--- src/upd_pkg.sv ---
package upd_pkg;

	localparam logic [7:0] PCT_CHAR = 8'h25;
	localparam int unsigned ENTRY_BYTES = 3;

	// what is held back waiting for more input
	typedef enum logic [2:0] {
		PEND_NONE = 3'b001,
		PEND_PCT  = 3'b010,
		PEND_DIG  = 3'b100
	} pend_t;

	// output bytes caused by one input word
	typedef struct packed {
		logic [ENTRY_BYTES-1:0][7:0] bytes;
		logic [1:0]                  last_idx;
		logic                        last;
	} entry_t;

	function automatic logic is_hex(input logic [7:0] c);
		logic r;
		r = (c inside {[8'h30:8'h39], [8'h41:8'h46], [8'h61:8'h66]});
		return r;
	endfunction

	function automatic logic [3:0] hex_val(input logic [7:0] c);
		logic [7:0] d;
		if (c inside {[8'h30:8'h39]}) begin
			d = c - 8'h30;
		end else if (c inside {[8'h41:8'h46]}) begin
			d = c - 8'h37;
		end else begin
			d = c - 8'h57;
		end
		return d[3:0];
	endfunction

endpackage

--- src/upd_front.sv ---
module upd_front
	import upd_pkg::*;
(
	input  logic       clk,
	input  logic       arst_n,
	input  logic       in_valid,
	output logic       in_stall,
	input  logic [7:0] in_byte,
	input  logic       in_last,
	input  logic       fifo_full,
	output logic       push,
	output entry_t     entry
);

	pend_t      pend_q;
	pend_t      pend_nxt;
	logic [7:0] held_q;
	logic [7:0] held_nxt;
	logic [1:0] n;
	logic       accept;
	logic       b_hex;
	logic       b_pct;

	assign in_stall = fifo_full;
	assign accept   = in_valid && !fifo_full;
	assign b_hex    = is_hex(in_byte);
	assign b_pct    = (in_byte == PCT_CHAR);

	always_comb begin
		n        = 2'd0;
		pend_nxt = PEND_NONE;
		held_nxt = held_q;
		entry    = '0;
		entry.last = in_last;
		case (pend_q)
			PEND_PCT: begin
				if (b_hex) begin
					pend_nxt = PEND_DIG;
					held_nxt = in_byte;
				end else begin
					entry.bytes[0] = PCT_CHAR;
					if (b_pct) begin
						pend_nxt = PEND_PCT;
						n        = 2'd1;
					end else begin
						entry.bytes[1] = in_byte;
						n              = 2'd2;
					end
				end
			end
			PEND_DIG: begin
				if (b_hex) begin
					entry.bytes[0] = {hex_val(held_q), hex_val(in_byte)};
					n              = 2'd1;
				end else begin
					entry.bytes[0] = PCT_CHAR;
					entry.bytes[1] = held_q;
					if (b_pct) begin
						pend_nxt = PEND_PCT;
						n        = 2'd2;
					end else begin
						entry.bytes[2] = in_byte;
						n              = 2'd3;
					end
				end
			end
			default: begin
				if (b_pct) begin
					pend_nxt = PEND_PCT;
				end else begin
					entry.bytes[0] = in_byte;
					n              = 2'd1;
				end
			end
		endcase

		// end of string flushes whatever is still held, raw
		if (in_last) begin
			if (pend_nxt == PEND_PCT) begin
				entry.bytes[n] = PCT_CHAR;
				n              = n + 2'd1;
			end else if (pend_nxt == PEND_DIG) begin
				entry.bytes[0] = PCT_CHAR;
				entry.bytes[1] = held_nxt;
				n              = 2'd2;
			end
			pend_nxt = PEND_NONE;
		end
		entry.last_idx = n - 2'd1;
	end

	assign push = accept && (n != 2'd0);

	always_ff @(posedge clk or negedge arst_n) begin
		if (!arst_n) begin
			pend_q <= PEND_NONE;
			held_q <= '0;
		end else if (accept) begin
			pend_q <= pend_nxt;
			held_q <= held_nxt;
		end
	end

	a_held_is_hex: assert property (@(posedge clk) disable iff (!arst_n)
		(pend_q == PEND_DIG) |-> is_hex(held_q))
		else $error("held digit is not hex");

	a_last_clears: assert property (@(posedge clk) disable iff (!arst_n)
		(accept && in_last) |=> (pend_q == PEND_NONE))
		else $error("hold survives end of string");

	a_last_pushes: assert property (@(posedge clk) disable iff (!arst_n)
		(accept && in_last) |-> push)
		else $error("end of string produced no word");

endmodule

--- src/upd_fifo.sv ---
module upd_fifo
	import upd_pkg::*;
#(
	parameter int unsigned DEPTH = 4
) (
	input  logic   clk,
	input  logic   arst_n,
	input  logic   push,
	input  entry_t wr_entry,
	output logic   full,
	input  logic   pop,
	output entry_t head,
	output logic   empty
);

	localparam int unsigned AW = (DEPTH > 1) ? $clog2(DEPTH) : 1;
	localparam int unsigned CW = $clog2(DEPTH + 1);

	entry_t          mem_q [DEPTH];
	logic [AW-1:0]   wr_ptr_q;
	logic [AW-1:0]   rd_ptr_q;
	logic [CW-1:0]   count_q;

	assign full  = (count_q == CW'(DEPTH));
	assign empty = (count_q == '0);
	assign head  = mem_q[rd_ptr_q];

	always_ff @(posedge clk) begin
		if (push) begin
			mem_q[wr_ptr_q] <= wr_entry;
		end
	end

	always_ff @(posedge clk or negedge arst_n) begin
		if (!arst_n) begin
			wr_ptr_q <= '0;
			rd_ptr_q <= '0;
			count_q  <= '0;
		end else begin
			if (push) begin
				wr_ptr_q <= (wr_ptr_q == AW'(DEPTH - 1)) ? '0 : wr_ptr_q + 1'b1;
			end
			if (pop) begin
				rd_ptr_q <= (rd_ptr_q == AW'(DEPTH - 1)) ? '0 : rd_ptr_q + 1'b1;
			end
			if (push && !pop) begin
				count_q <= count_q + 1'b1;
			end else if (pop && !push) begin
				count_q <= count_q - 1'b1;
			end
		end
	end

	a_no_overflow: assert property (@(posedge clk) disable iff (!arst_n)
		full |-> !push)
		else $error("push into full queue");

	a_no_underflow: assert property (@(posedge clk) disable iff (!arst_n)
		empty |-> !pop)
		else $error("pop from empty queue");

endmodule

--- src/upd_back.sv ---
module upd_back
	import upd_pkg::*;
(
	input  logic       clk,
	input  logic       arst_n,
	input  entry_t     head,
	input  logic       empty,
	output logic       pop,
	output logic       out_valid,
	input  logic       out_stall,
	output logic [7:0] out_byte,
	output logic       run_end,
	output logic       string_end
);

	logic [1:0] idx_q;
	logic       out_valid_q;
	logic [7:0] out_byte_q;
	logic       run_end_q;
	logic       string_end_q;
	logic       take;
	logic       at_end;

	assign take   = !empty && (!out_valid_q || !out_stall);
	assign at_end = (idx_q == head.last_idx);
	assign pop    = take && at_end;

	always_ff @(posedge clk or negedge arst_n) begin
		if (!arst_n) begin
			out_valid_q <= 1'b0;
			idx_q       <= '0;
		end else if (take) begin
			out_valid_q <= 1'b1;
			idx_q       <= at_end ? 2'd0 : idx_q + 2'd1;
		end else if (!out_stall) begin
			out_valid_q <= 1'b0;
		end
	end

	always_ff @(posedge clk) begin
		if (take) begin
			out_byte_q   <= head.bytes[idx_q];
			run_end_q    <= at_end;
			string_end_q <= at_end && head.last;
		end
	end

	assign out_valid  = out_valid_q;
	assign out_byte   = out_byte_q;
	assign run_end    = run_end_q;
	assign string_end = string_end_q;

	a_idx_range: assert property (@(posedge clk) disable iff (!arst_n)
		idx_q != 2'd3)
		else $error("byte index out of range");

endmodule

--- src/uri_percent_decoder.sv ---
// Percent decoder for an encoded string, one byte per word.
// Input channel: in_valid / in_stall with in_byte and in_last (final byte of
// the string). Output channel: out_valid / out_stall with out_byte, run_end
// (last byte caused by an input word) and string_end (final byte of string).
// "%xx" with two hex digits becomes one byte; a '%' not followed by two hex
// digits goes out raw and the following bytes are looked at again.
// An input word is classified in the cycle it is accepted and up to three
// output bytes are written as one entry into a queue of FIFO_DEPTH entries.
// The drain side sends one byte per cycle while out_stall is low, from the
// queue head into the output register. Input is taken every cycle while the
// queue has room; words that only extend a pending '%' produce no entry.
// Sustained rate is one input word per cycle while out_stall is low, set
// by the one-byte-per-cycle drain, since output never outgrows input over
// a whole string.
// A stall on the output holds the output register; the queue then fills
// and in_stall rises once it is full.
// Reset empties the queue, drops any held '%' or digit, clears out_valid.
module uri_percent_decoder
	import upd_pkg::*;
#(
	parameter int unsigned FIFO_DEPTH = 4
) (
	input  logic       clk,
	input  logic       arst_n,
	input  logic       in_valid,
	output logic       in_stall,
	input  logic [7:0] in_byte,
	input  logic       in_last,
	output logic       out_valid,
	input  logic       out_stall,
	output logic [7:0] out_byte,
	output logic       run_end,
	output logic       string_end
);

	logic   push;
	logic   pop;
	logic   full;
	logic   empty;
	entry_t wr_entry;
	entry_t head;

	upd_front u_front (
		.clk       (clk),
		.arst_n    (arst_n),
		.in_valid  (in_valid),
		.in_stall  (in_stall),
		.in_byte   (in_byte),
		.in_last   (in_last),
		.fifo_full (full),
		.push      (push),
		.entry     (wr_entry)
	);

	upd_fifo #(
		.DEPTH (FIFO_DEPTH)
	) u_fifo (
		.clk      (clk),
		.arst_n   (arst_n),
		.push     (push),
		.wr_entry (wr_entry),
		.full     (full),
		.pop      (pop),
		.head     (head),
		.empty    (empty)
	);

	upd_back u_back (
		.clk        (clk),
		.arst_n     (arst_n),
		.head       (head),
		.empty      (empty),
		.pop        (pop),
		.out_valid  (out_valid),
		.out_stall  (out_stall),
		.out_byte   (out_byte),
		.run_end    (run_end),
		.string_end (string_end)
	);

endmodule
--- config.mk ---
export PLATFORM = sky130hd
export DESIGN_NAME = uri_percent_decoder
export DESIGN_NICKNAME = d
export VERILOG_FILES = /design/src/upd_pkg.sv /design/src/upd_front.sv /design/src/upd_fifo.sv /design/src/upd_back.sv /design/src/uri_percent_decoder.sv
export SDC_FILE = /design/constraint.sdc
export NUM_CORES = 1
export LEC_CHECK = 0
export BUFFER_PORTS_ARGS = -buffer_cell sky130_fd_sc_hd__buf_2
export CORE_MARGIN = 5
export CORE_UTILIZATION = 55
export CTS_CLUSTER_DIAMETER = 100
export DETAILED_ROUTE_END_ITERATION = 8
export HOLD_SLACK_MARGIN = 0.15
export PLACE_DENSITY = 0.85
export SLEW_MARGIN = 5
export SYNTH_ARGS = -nofsm -noshare
export SYNTH_HDL_FRONTEND = slang
export SYNTH_SLANG_ARGS = --single-unit
--- constraint.sdc ---
create_clock -name clk -period 3.5 [get_ports clk]
set_input_delay 0.7 -clock clk [delete_from_list [all_inputs] [get_ports clk]]
set_output_delay 0.7 -clock clk [all_outputs]
set_load 0.03 [all_outputs]
==> metrics.txt, run 1 <==
# TYPE chip_impl_metric gauge
chip_impl_info{name="rsz0062_at_grt",value="yes"} 1
chip_impl_metric{name="maxSlewViolCount",unit=""} 0
chip_impl_info{name="hold_path_class",value="input port to asynchronous set/reset pin"} 1
chip_impl_metric{name="finalWorstPathRequiredPeriod",unit="ns"} 3.606
chip_impl_metric{name="static-leakage-power",unit="uW"} 0.002988
chip_impl_metric{name="crit_required",unit="ns"} 3.83
chip_impl_metric{name="floorplan.die.height",unit="um"} 116.8
chip_impl_metric{name="yosys_warnings",unit=""} 0
chip_impl_info{name="synth_top_cells_by_count",value="118 x edfxtp_1, 27 x mux4_2, 22 x inv_1, 22 x nand2_1, 20 x dfrtp_1"} 1
chip_impl_metric{name="design.die.area",unit="um^2"} 13640
chip_impl_metric{name="drc_errors",unit=""} 0
chip_impl_metric{name="clock.fmax",unit="MHz"} 277.3
chip_impl_metric{name="syn2layout_area_growth",unit="%"} 24.31
chip_impl_metric{name="skew",unit="ns"} 0.009136
chip_impl_metric{name="synthDominantCellAreaShare",unit="%"} 56.48
chip_impl_info{name="cts_tree",value="built"} 1
chip_impl_info{name="cp-end-kind",value="register"} 1
chip_impl_metric{name="initial_utilization",unit="%"} 55.42
chip_impl_metric{name="setup-tns-final",unit="ns"} -0.1656
chip_impl_metric{name="drt_pre_antenna_iters",unit=""} 5
chip_impl_metric{name="gp_routability_congestion",unit=""} 0.9434
chip_impl_metric{name="via_per_inst",unit=""} 6.422
chip_impl_metric{name="fillerInstances",unit=""} 701
chip_impl_metric{name="grt_first_pass_wirelength",unit="um"} 23110
chip_impl_metric{name="numClockSinks",unit=""} 139
chip_impl_metric{name="synthesized_net_count",unit=""} 420
chip_impl_metric{name="cts.path.max_buffers",unit=""} 2
chip_impl_metric{name="synthArstFlopShare",unit="%"} 15.11
chip_impl_metric{name="port_buffers",unit=""} 24
chip_impl_metric{name="grt_antenna_before_repair",unit=""} 0
chip_impl_info{name="failed_checks",value="negative setup slack"} 1
chip_impl_metric{name="vias",unit=""} 4001
chip_impl_metric{name="instances_no_fill",unit=""} 623
chip_impl_info{name="critical_path.startpoint_type",value="input port"} 1
chip_impl_metric{name="antennaDiodeCount",unit=""} 0
chip_impl_metric{name="maximum_number_of_pins_on_one_net_before_global_route_repair",unit=""} 28
chip_impl_info{name="post-synth-top-area-cell",value="edfxtp_1"} 1
chip_impl_metric{name="wire_per_inst",unit="um"} 24.98
chip_impl_metric{name="dieWidth",unit="um"} 116.8
chip_impl_metric{name="syn-cell-area",unit="um^2"} 6274
chip_impl_metric{name="finalWirelength",unit="um"} 15560
chip_impl_info{name="criticalPathCategory",value="input port to register"} 1
chip_impl_metric{name="final_min_period_over_clock_period",unit="%"} 103.0
chip_impl_metric{name="layout-drive-gt1-share",unit="%"} 37.50
chip_impl_metric{name="timing.final.ws_setup",unit="ns"} -0.1057
chip_impl_metric{name="floorplan.io_pins",unit=""} 25
chip_impl_metric{name="finalSetupViolCount",unit=""} 2
chip_impl_metric{name="floorplan.rows",unit=""} 39
chip_impl_metric{name="timing.slew.headroom",unit="%"} 50.82
chip_impl_metric{name="synth_enable_flop_cells",unit=""} 118
chip_impl_metric{name="final_nets",unit=""} 499
chip_impl_metric{name="first_iter_violations",unit=""} 528
chip_impl_metric{name="synth.lib_cells_used.distinct",unit=""} 57
chip_impl_metric{name="grt_overflow",unit=""} 0
chip_impl_metric{name="cts.reportedPaths.clkPinSlew",unit="ns"} 0.06
chip_impl_metric{name="total_grt_usage",unit="%"} 23.19
chip_impl_metric{name="worstMarginPinSlew",unit="ns"} 0.7314
chip_impl_metric{name="cts_made_buffers",unit=""} 17
chip_impl_metric{name="dp.final_hpwl",unit="um"} 8866
chip_impl_metric{name="yosys_register_bits",unit=""} 139
chip_impl_info{name="ctsRootBufferMaster",value="clkbuf_16"} 1
chip_impl_metric{name="setup.reg_to_reg.worst_slack",unit="ns"} 0.29
chip_impl_metric{name="clk_latency",unit="ns"} 0.41
chip_impl_metric{name="synthesis.instances",unit=""} 388
chip_impl_metric{name="antenna_left",unit=""} 0
chip_impl_metric{name="hold_viol",unit=""} 0
chip_impl_metric{name="max_cap_viol_count",unit=""} 0
chip_impl_info{name="status",value="complete, but fails checks"} 1
chip_impl_info{name="synthMostInstantiatedCell",value="edfxtp_1"} 1
chip_impl_metric{name="hold_ws",unit="ns"} 0.2721
chip_impl_info{name="dominantRegCellSynth",value="edfxtp_1"} 1
chip_impl_metric{name="coreArea",unit="um^2"} 11320
chip_impl_metric{name="power_density",unit="nW/um^2"} 798.7
chip_impl_metric{name="synth.yosys.seq_area_share",unit="%"} 64.88
chip_impl_metric{name="peakVddDrop",unit="mV"} 0.6375
chip_impl_metric{name="synthesis.area_per_instance",unit="um^2"} 16.17
chip_impl_info{name="synthTopCellsByArea",value="edfxtp_1 56%, mux4_2 9.7%, dfrtp_1 8.0%"} 1
chip_impl_metric{name="hold_buffers",unit=""} 0
chip_impl_metric{name="critical_path.max_fanout",unit=""} 3
chip_impl_metric{name="preCtsSetupSlack",unit="ns"} -0.5149
chip_impl_metric{name="first_global_vias",unit=""} 4051
chip_impl_metric{name="cts-htree-levels",unit=""} 4
chip_impl_metric{name="total_power",unit="uW"} 6229
chip_impl_metric{name="critPathArrivalTime",unit="ns"} 3.93
chip_impl_metric{name="post-place-cells",unit=""} 581
[worst max-delay path, cell delays in order]
cell and delay (ns):
buf_8 0.07, clkinvlp_4 0.13, ha_4 0.21, nor4b_4 0.35, nor3b_2 0.12, a221o_1 0.37, a21oi_2 0.16, inv_2 0.07
ha_4 0.21, o21ai_2 0.12, a22oi_2 0.07, ha_2 0.22, nor2_4 0.11, ha_4 0.15, inv_2 0.04, fa_2 0.37
xor2_2 0.16, nor2_2 0.13, xor2_1 0.16
[routing by layer]
| metal | GRT usage (%) | wire length (um) |
|---|---|---|
| met1 | 30.79 | 5790 |
| met2 | 38.19 | 8074 |
| met3 | 3.856 | 1181 |
| met4 | 10.09 | 514 |
| met5 | 0 | 0 |
[layout by cell type (no fill, tap or decap), types with 4 or more instances in the layout]
cell / instances
ha_4: 4
inv_1: 18
a221o_1: 5
mux2_2: 4
buf_12: 4
mux2_4: 5
nor2_1: 7
edfxtp_1: 118
o22ai_1: 8
clkbuf_16: 20
mux4_2: 27
and2_1: 4
buf_4: 47
dfrtp_1: 19
and3_1: 6
a32o_1: 5
inv_6: 4
buf_2: 23
mux2i_1: 12
bufinv_16: 5
nand2_1: 22
o21ai_0: 10
xnor2_1: 8
ha_1: 13
[what timing repair did]
| item | CTS | global route |
|---|---|---|
| setup buffers | 4 | 4 |
| pin swaps | 10 | 12 |
| setup endpoints to repair | 2 | 110 |
| resized for setup | 6 | 8 |
| cloned | 0 | 4 |
[registers in the layout, summed over array words and instances, names as in the netlist]
signal             cells
u_back.out_byte        8
u_back.run_end         1
u_back.string_end      1
u_back.out_valid       1
u_fifo.mem_q         108
u_fifo.wr_ptr_q        2
u_fifo.rd_ptr_q        2
u_fifo.count_q         3
u_back.idx_q           2
u_front.pend_q         3
u_front.held_q         8
[final timing paths]
path                                               start                             end  depth (start not counted)
setup / recovery                              in_byte[1]   u_fifo.count_q[2]$_DFFE_PN0P_                         19
hold / removal                                    arst_n     u_back.idx_q[0]$_DFFE_PN0P_                          1
setup reg to reg           u_front.pend_q[1]$_DFFE_PN0P_   u_fifo.count_q[2]$_DFFE_PN0P_                         14
hold reg to reg             u_back.out_valid$_DFFE_PN0P_    u_back.out_valid$_DFFE_PN0P_                          2
max in group asynchronous                         arst_n  u_fifo.rd_ptr_q[0]$_DFFE_PN0P_                          1
min in group clk                               out_stall    u_back.out_valid$_DFFE_PN0P_                          3
[stage by stage]
step / utilization [%] / instance area [um^2]
2_1_floorplan: - / 6352
3_3_place_gp: 61.32 / 6942
3_5_place_dp: 61.32 / 6942
4_1_cts: 67.67 / 7661
5_1_grt: 68.89 / 7799
6_report: 68.89 / 7799
[layout make-up]
class / instances / area (um^2) / area share, %
sequential: 139 / 4071 / 52.21
multi-input combinational: 208 / 2153 / 27.61
timing repair buffer: 79 / 649.4 / 8.327
clock buffer: 18 / 429.2 / 5.503
clock inverter: 14 / 230.2 / 2.952
tap: 143 / 178.9 / 2.294
inverter: 22 / 86.33 / 1.107
[kinds of logic (layout without fill, tap and decap cells)]
kind of cell               after synthesis  after routing  synth area share (%)
adders and majority gates               19             19                 3.909
DFF                                    139            139                 64.88
AOI/OAI and AO/OA                       60             60                 7.459
buffers and inverters                   41            133                 2.693
xor gates and xnor gates                11             11                 1.536
muxes                                   48             48                 13.52
and+or+nand+nor                         70             70                 6.003
[power by group]
group | internal (uW) | switching [uW] | total [uW]
registers | 2220 | 205 | 2430
logic | 817 | 973 | 1790
clock network | 1280 | 725 | 2010
No activity file was read; power rests on OpenSTA's default activity.
==> run 2, diff against run 1 <==
- SYNTH_HIERARCHICAL: default -> 1
==> run 2 against run 1 <==
Net effect:
- the flow now finishes without violations
- maximum frequency grew 5.1%
- synthesized area increased by 0.36%
- sequential share of layout area grew 1.9 points
- clock skew is 0.0021 ns lower
- final area is 3.5% lower
- worst setup slack better by 0.18 ns
- first-iteration DRC count down 25%
- critical endpoint is now u_fifo/count_q[1]$_DFFE_PN0P_
- largest power group unchanged
- highest routed layer unchanged
==> metrics.txt, run 2 <==
# TYPE chip_impl_metric gauge
chip_impl_metric{name="syn-cell-area",unit="um^2"} 6296
chip_impl_metric{name="first_iter_violations",unit=""} 397
chip_impl_metric{name="grt_overflow",unit=""} 0
chip_impl_metric{name="timing.slew.headroom",unit="%"} 42.34
chip_impl_metric{name="hold_ws",unit="ns"} 0.2781
chip_impl_metric{name="drc_errors",unit=""} 0
chip_impl_metric{name="cts_made_buffers",unit=""} 17
chip_impl_metric{name="synth_compound_area_share",unit="%"} 8.327
chip_impl_metric{name="crit_required",unit="ns"} 3.79
chip_impl_metric{name="synthMuxAreaShare",unit="%"} 13.35
chip_impl_metric{name="critPathArrivalTime",unit="ns"} 3.72
chip_impl_metric{name="antenna_left",unit=""} 0
chip_impl_metric{name="detailed_place.area",unit="um^2"} 6918
chip_impl_metric{name="cts-htree-levels",unit=""} 4
chip_impl_metric{name="finalWorstPathRequiredPeriod",unit="ns"} 3.430
chip_impl_metric{name="hold_viol",unit=""} 0
chip_impl_metric{name="floorplan.die.height",unit="um"} 117.0
chip_impl_metric{name="floorplan.io_pins",unit=""} 25
chip_impl_info{name="synth_top_cells_by_count",value="118 x edfxtp_1, 26 x mux4_2, 21 x nand2_1, 20 x dfrtp_1, 19 x inv_1"} 1
chip_impl_metric{name="setup.reg_to_reg.worst_slack",unit="ns"} 0.28
chip_impl_metric{name="grt_antenna_before_repair",unit=""} 0
chip_impl_metric{name="instances_no_fill",unit=""} 617
chip_impl_metric{name="floorplan.rows",unit=""} 39
chip_impl_metric{name="synth.yosys.seq_area_share",unit="%"} 64.65
chip_impl_metric{name="antennaDiodeCount",unit=""} 0
chip_impl_metric{name="vias",unit=""} 3782
chip_impl_metric{name="fillerInstances",unit=""} 764
chip_impl_metric{name="finalSetupViolCount",unit=""} 0
chip_impl_metric{name="synthesized_net_count",unit=""} 425
chip_impl_metric{name="max_cap_viol_count",unit=""} 0
chip_impl_metric{name="dp.final_hpwl",unit="um"} 8847
chip_impl_metric{name="total_grt_usage",unit="%"} 21.69
chip_impl_info{name="criticalPathCategory",value="input port to register"} 1
chip_impl_metric{name="hold_buffers",unit=""} 0
chip_impl_metric{name="multiInputGateArea",unit="um^2"} 2122
chip_impl_metric{name="coreArea",unit="um^2"} 11320
chip_impl_info{name="synthTopCellsByArea",value="edfxtp_1 56%, mux4_2 9.3%, dfrtp_1 7.9%"} 1
chip_impl_metric{name="static-leakage-power",unit="uW"} 0.002858
chip_impl_metric{name="yosys_warnings",unit=""} 6
chip_impl_metric{name="final_min_period_over_clock_period",unit="%"} 97.99
chip_impl_metric{name="final_nets",unit=""} 493
chip_impl_metric{name="layout-drive-gt1-share",unit="%"} 32.07
chip_impl_info{name="dominantRegCellSynth",value="edfxtp_1"} 1
chip_impl_info{name="post-synth-top-area-cell",value="edfxtp_1"} 1
chip_impl_info{name="ctsRootBufferMaster",value="clkbuf_16"} 1
chip_impl_metric{name="clk_latency",unit="ns"} 0.41
chip_impl_metric{name="yosys_register_bits",unit=""} 139
chip_impl_metric{name="finalWirelength",unit="um"} 13590
chip_impl_metric{name="synth_enable_flop_cells",unit=""} 118
chip_impl_info{name="critical_path.startpoint_type",value="input port"} 1
chip_impl_metric{name="drt_pre_antenna_iters",unit=""} 5
chip_impl_metric{name="maxSlewViolCount",unit=""} 0
chip_impl_info{name="synthMostInstantiatedCell",value="edfxtp_1"} 1
chip_impl_metric{name="grt_first_pass_wirelength",unit="um"} 21760
chip_impl_metric{name="gp_routability_congestion",unit=""} 0.9666
chip_impl_metric{name="cts.reportedPaths.clkPinSlew",unit="ns"} 0.05
chip_impl_metric{name="numClockSinks",unit=""} 139
chip_impl_metric{name="power_density",unit="nW/um^2"} 769.6
chip_impl_metric{name="port_buffers",unit=""} 24
chip_impl_metric{name="synth_fa_ha_area_share",unit="%"} 3.895
chip_impl_metric{name="synthDominantCellAreaShare",unit="%"} 56.28
chip_impl_metric{name="first_global_vias",unit=""} 3919
chip_impl_metric{name="synthesis.area_per_instance",unit="um^2"} 16.02
chip_impl_info{name="cts_tree",value="built"} 1
chip_impl_metric{name="worstMarginPinSlew",unit="ns"} 0.8627
chip_impl_metric{name="design.die.area",unit="um^2"} 13690
chip_impl_info{name="hold_path_class",value="input port to asynchronous set/reset pin"} 1
chip_impl_metric{name="layout.core_utilization",unit="%"} 66.46
chip_impl_metric{name="synth.lib_cells_used.distinct",unit=""} 56
chip_impl_metric{name="wire_per_inst",unit="um"} 22.03
chip_impl_metric{name="synthesis.instances",unit=""} 393
chip_impl_info{name="regMostFlops",value="u_fifo/mem_q"} 1
chip_impl_info{name="status",value="complete, no violations"} 1
chip_impl_metric{name="maximum_number_of_pins_on_one_net_before_global_route_repair",unit=""} 28
chip_impl_metric{name="clock.fmax",unit="MHz"} 291.6
chip_impl_metric{name="syn2layout_area_growth",unit="%"} 19.50
chip_impl_info{name="synth_top_family_by_area",value="multiplexers"} 1
chip_impl_metric{name="critical_path.max_fanout",unit=""} 5
chip_impl_metric{name="post-place-cells",unit=""} 584
chip_impl_metric{name="largest_reg_flops",unit=""} 108
chip_impl_info{name="cp-end-kind",value="register"} 1
chip_impl_metric{name="seqCellArea",unit="um^2"} 4071
chip_impl_metric{name="peakVddDrop",unit="mV"} 0.4702
chip_impl_metric{name="dieWidth",unit="um"} 117.0
chip_impl_metric{name="skew",unit="ns"} 0.007068
chip_impl_metric{name="cts.path.max_buffers",unit=""} 2
chip_impl_info{name="layout.cells.most_common",value="edfxtp_1"} 1
chip_impl_metric{name="initial_utilization",unit="%"} 55.61
chip_impl_metric{name="xor_xnor_share_of_the_synthesized_area",unit="%"} 1.113
chip_impl_metric{name="synth_simple_gate_area_share",unit="%"} 5.624
chip_impl_metric{name="final_cell_area",unit="um^2"} 7523
chip_impl_info{name="layout.cells.most_common_list",value="118 x edfxtp_1, 40 x buf_4, 26 x mux4_2"} 1
chip_impl_metric{name="via_per_inst",unit=""} 6.130
chip_impl_info{name="rsz0062_at_grt",value="yes"} 1
chip_impl_metric{name="synthArstFlopShare",unit="%"} 15.11
[run 2: changes by cell type in the layout (fill, tap and decap cells not counted), sizes merged, moves of 4 or more]
cell,delta
a221o,-4
a22oi,+6
and3,-4
buf,-9
clkbuf,+4
inv,-7
nor2,+5
o21ai,+9
xnor2,-5
[run 2: kinds of logic after synthesis]
group	Yosys count
compound gates	74
xor+xnor	8
fa+ha+maj	19
buf+inv	37
flops	139
mux	47
simple gates	69
[run 2: timing repair]
item,CTS,global route
gates resized for setup,0,5
buffers inserted,0,1
endpoints found under the setup margin,0,2
[run 2: path summary, 6_finish.rpt]
kind	startpoint	to	depth (start not counted)
min in group clk	u_front/pend_q[0]$_DFFE_PN1P_	u_front/pend_q[0]$_DFFE_PN1P_	2
hold / removal	arst_n	u_fifo/wr_ptr_q[0]$_DFFE_PN0P_	1
setup reg to reg	u_front/pend_q[2]$_DFFE_PN0P_	u_fifo/count_q[1]$_DFFE_PN0P_	12
max in group asynchronous	arst_n	u_fifo/rd_ptr_q[0]$_DFFE_PN0P_	1
hold reg to reg	u_front/pend_q[0]$_DFFE_PN1P_	u_front/pend_q[0]$_DFFE_PN1P_	2
setup / recovery	in_byte[1]	u_fifo/count_q[1]$_DFFE_PN0P_	17
[run 2: where the power goes]
part	switching, uW	internal, uW	total, uW
sequential	218	2230	2450
combinational	873	739	1610
clock	628	1100	1730
[run 2: metal layers]
| layer | global-route usage [%] | vias to the layer above | share of wire [%] |
|---|---|---|---|
| met4 | 7.263 | 0 | 1.9 |
| met5 | 0 | - | 0 |
| met1 | 28.61 | 1890 | 41 |
| met3 | 5.347 | 25 | 6.9 |
| met2 | 35.68 | 192 | 50 |
| li1 | - | 1675 | - |
[run 2: layout make-up]
type                    count  area share, %
inverters                  19         0.9812
clock inverters             7          1.197
multi-input cells         217          28.21
flip-flops and latches    139          54.12
repair buffers             67          6.669
well taps                 143          2.378
clock buffers              25          6.453
[run 2: worst max-delay path, stage by stage]
cell	delay (ns)
buf_2	0.14
inv_4	0.09
ha_4	0.14
o21bai_1	0.08
a2111o_1	0.39
o21a_2	0.16
nand2_2	0.07
o21a_1	0.14
ha_1	0.23
or3_1	0.31
o221ai_2	0.08
ha_2	0.23
nor2_4	0.05
ha_4	0.17
inv_2	0.05
fa_1	0.40
mux2_4	0.28
[run 2: per-stage QoR]
step	setup slack (ns)	total power, uW	setup TNS, ns
4_1_cts	0.01947	5847	0
3_3_place_gp	-0.2899	3980	-11.67
5_1_grt	-0.03325	6085	-0.03325
6_report	0.07030	5790	0
3_5_place_dp	-0.4082	4079	-20.03
2_1_floorplan	-0.1824	3624	-0.2431
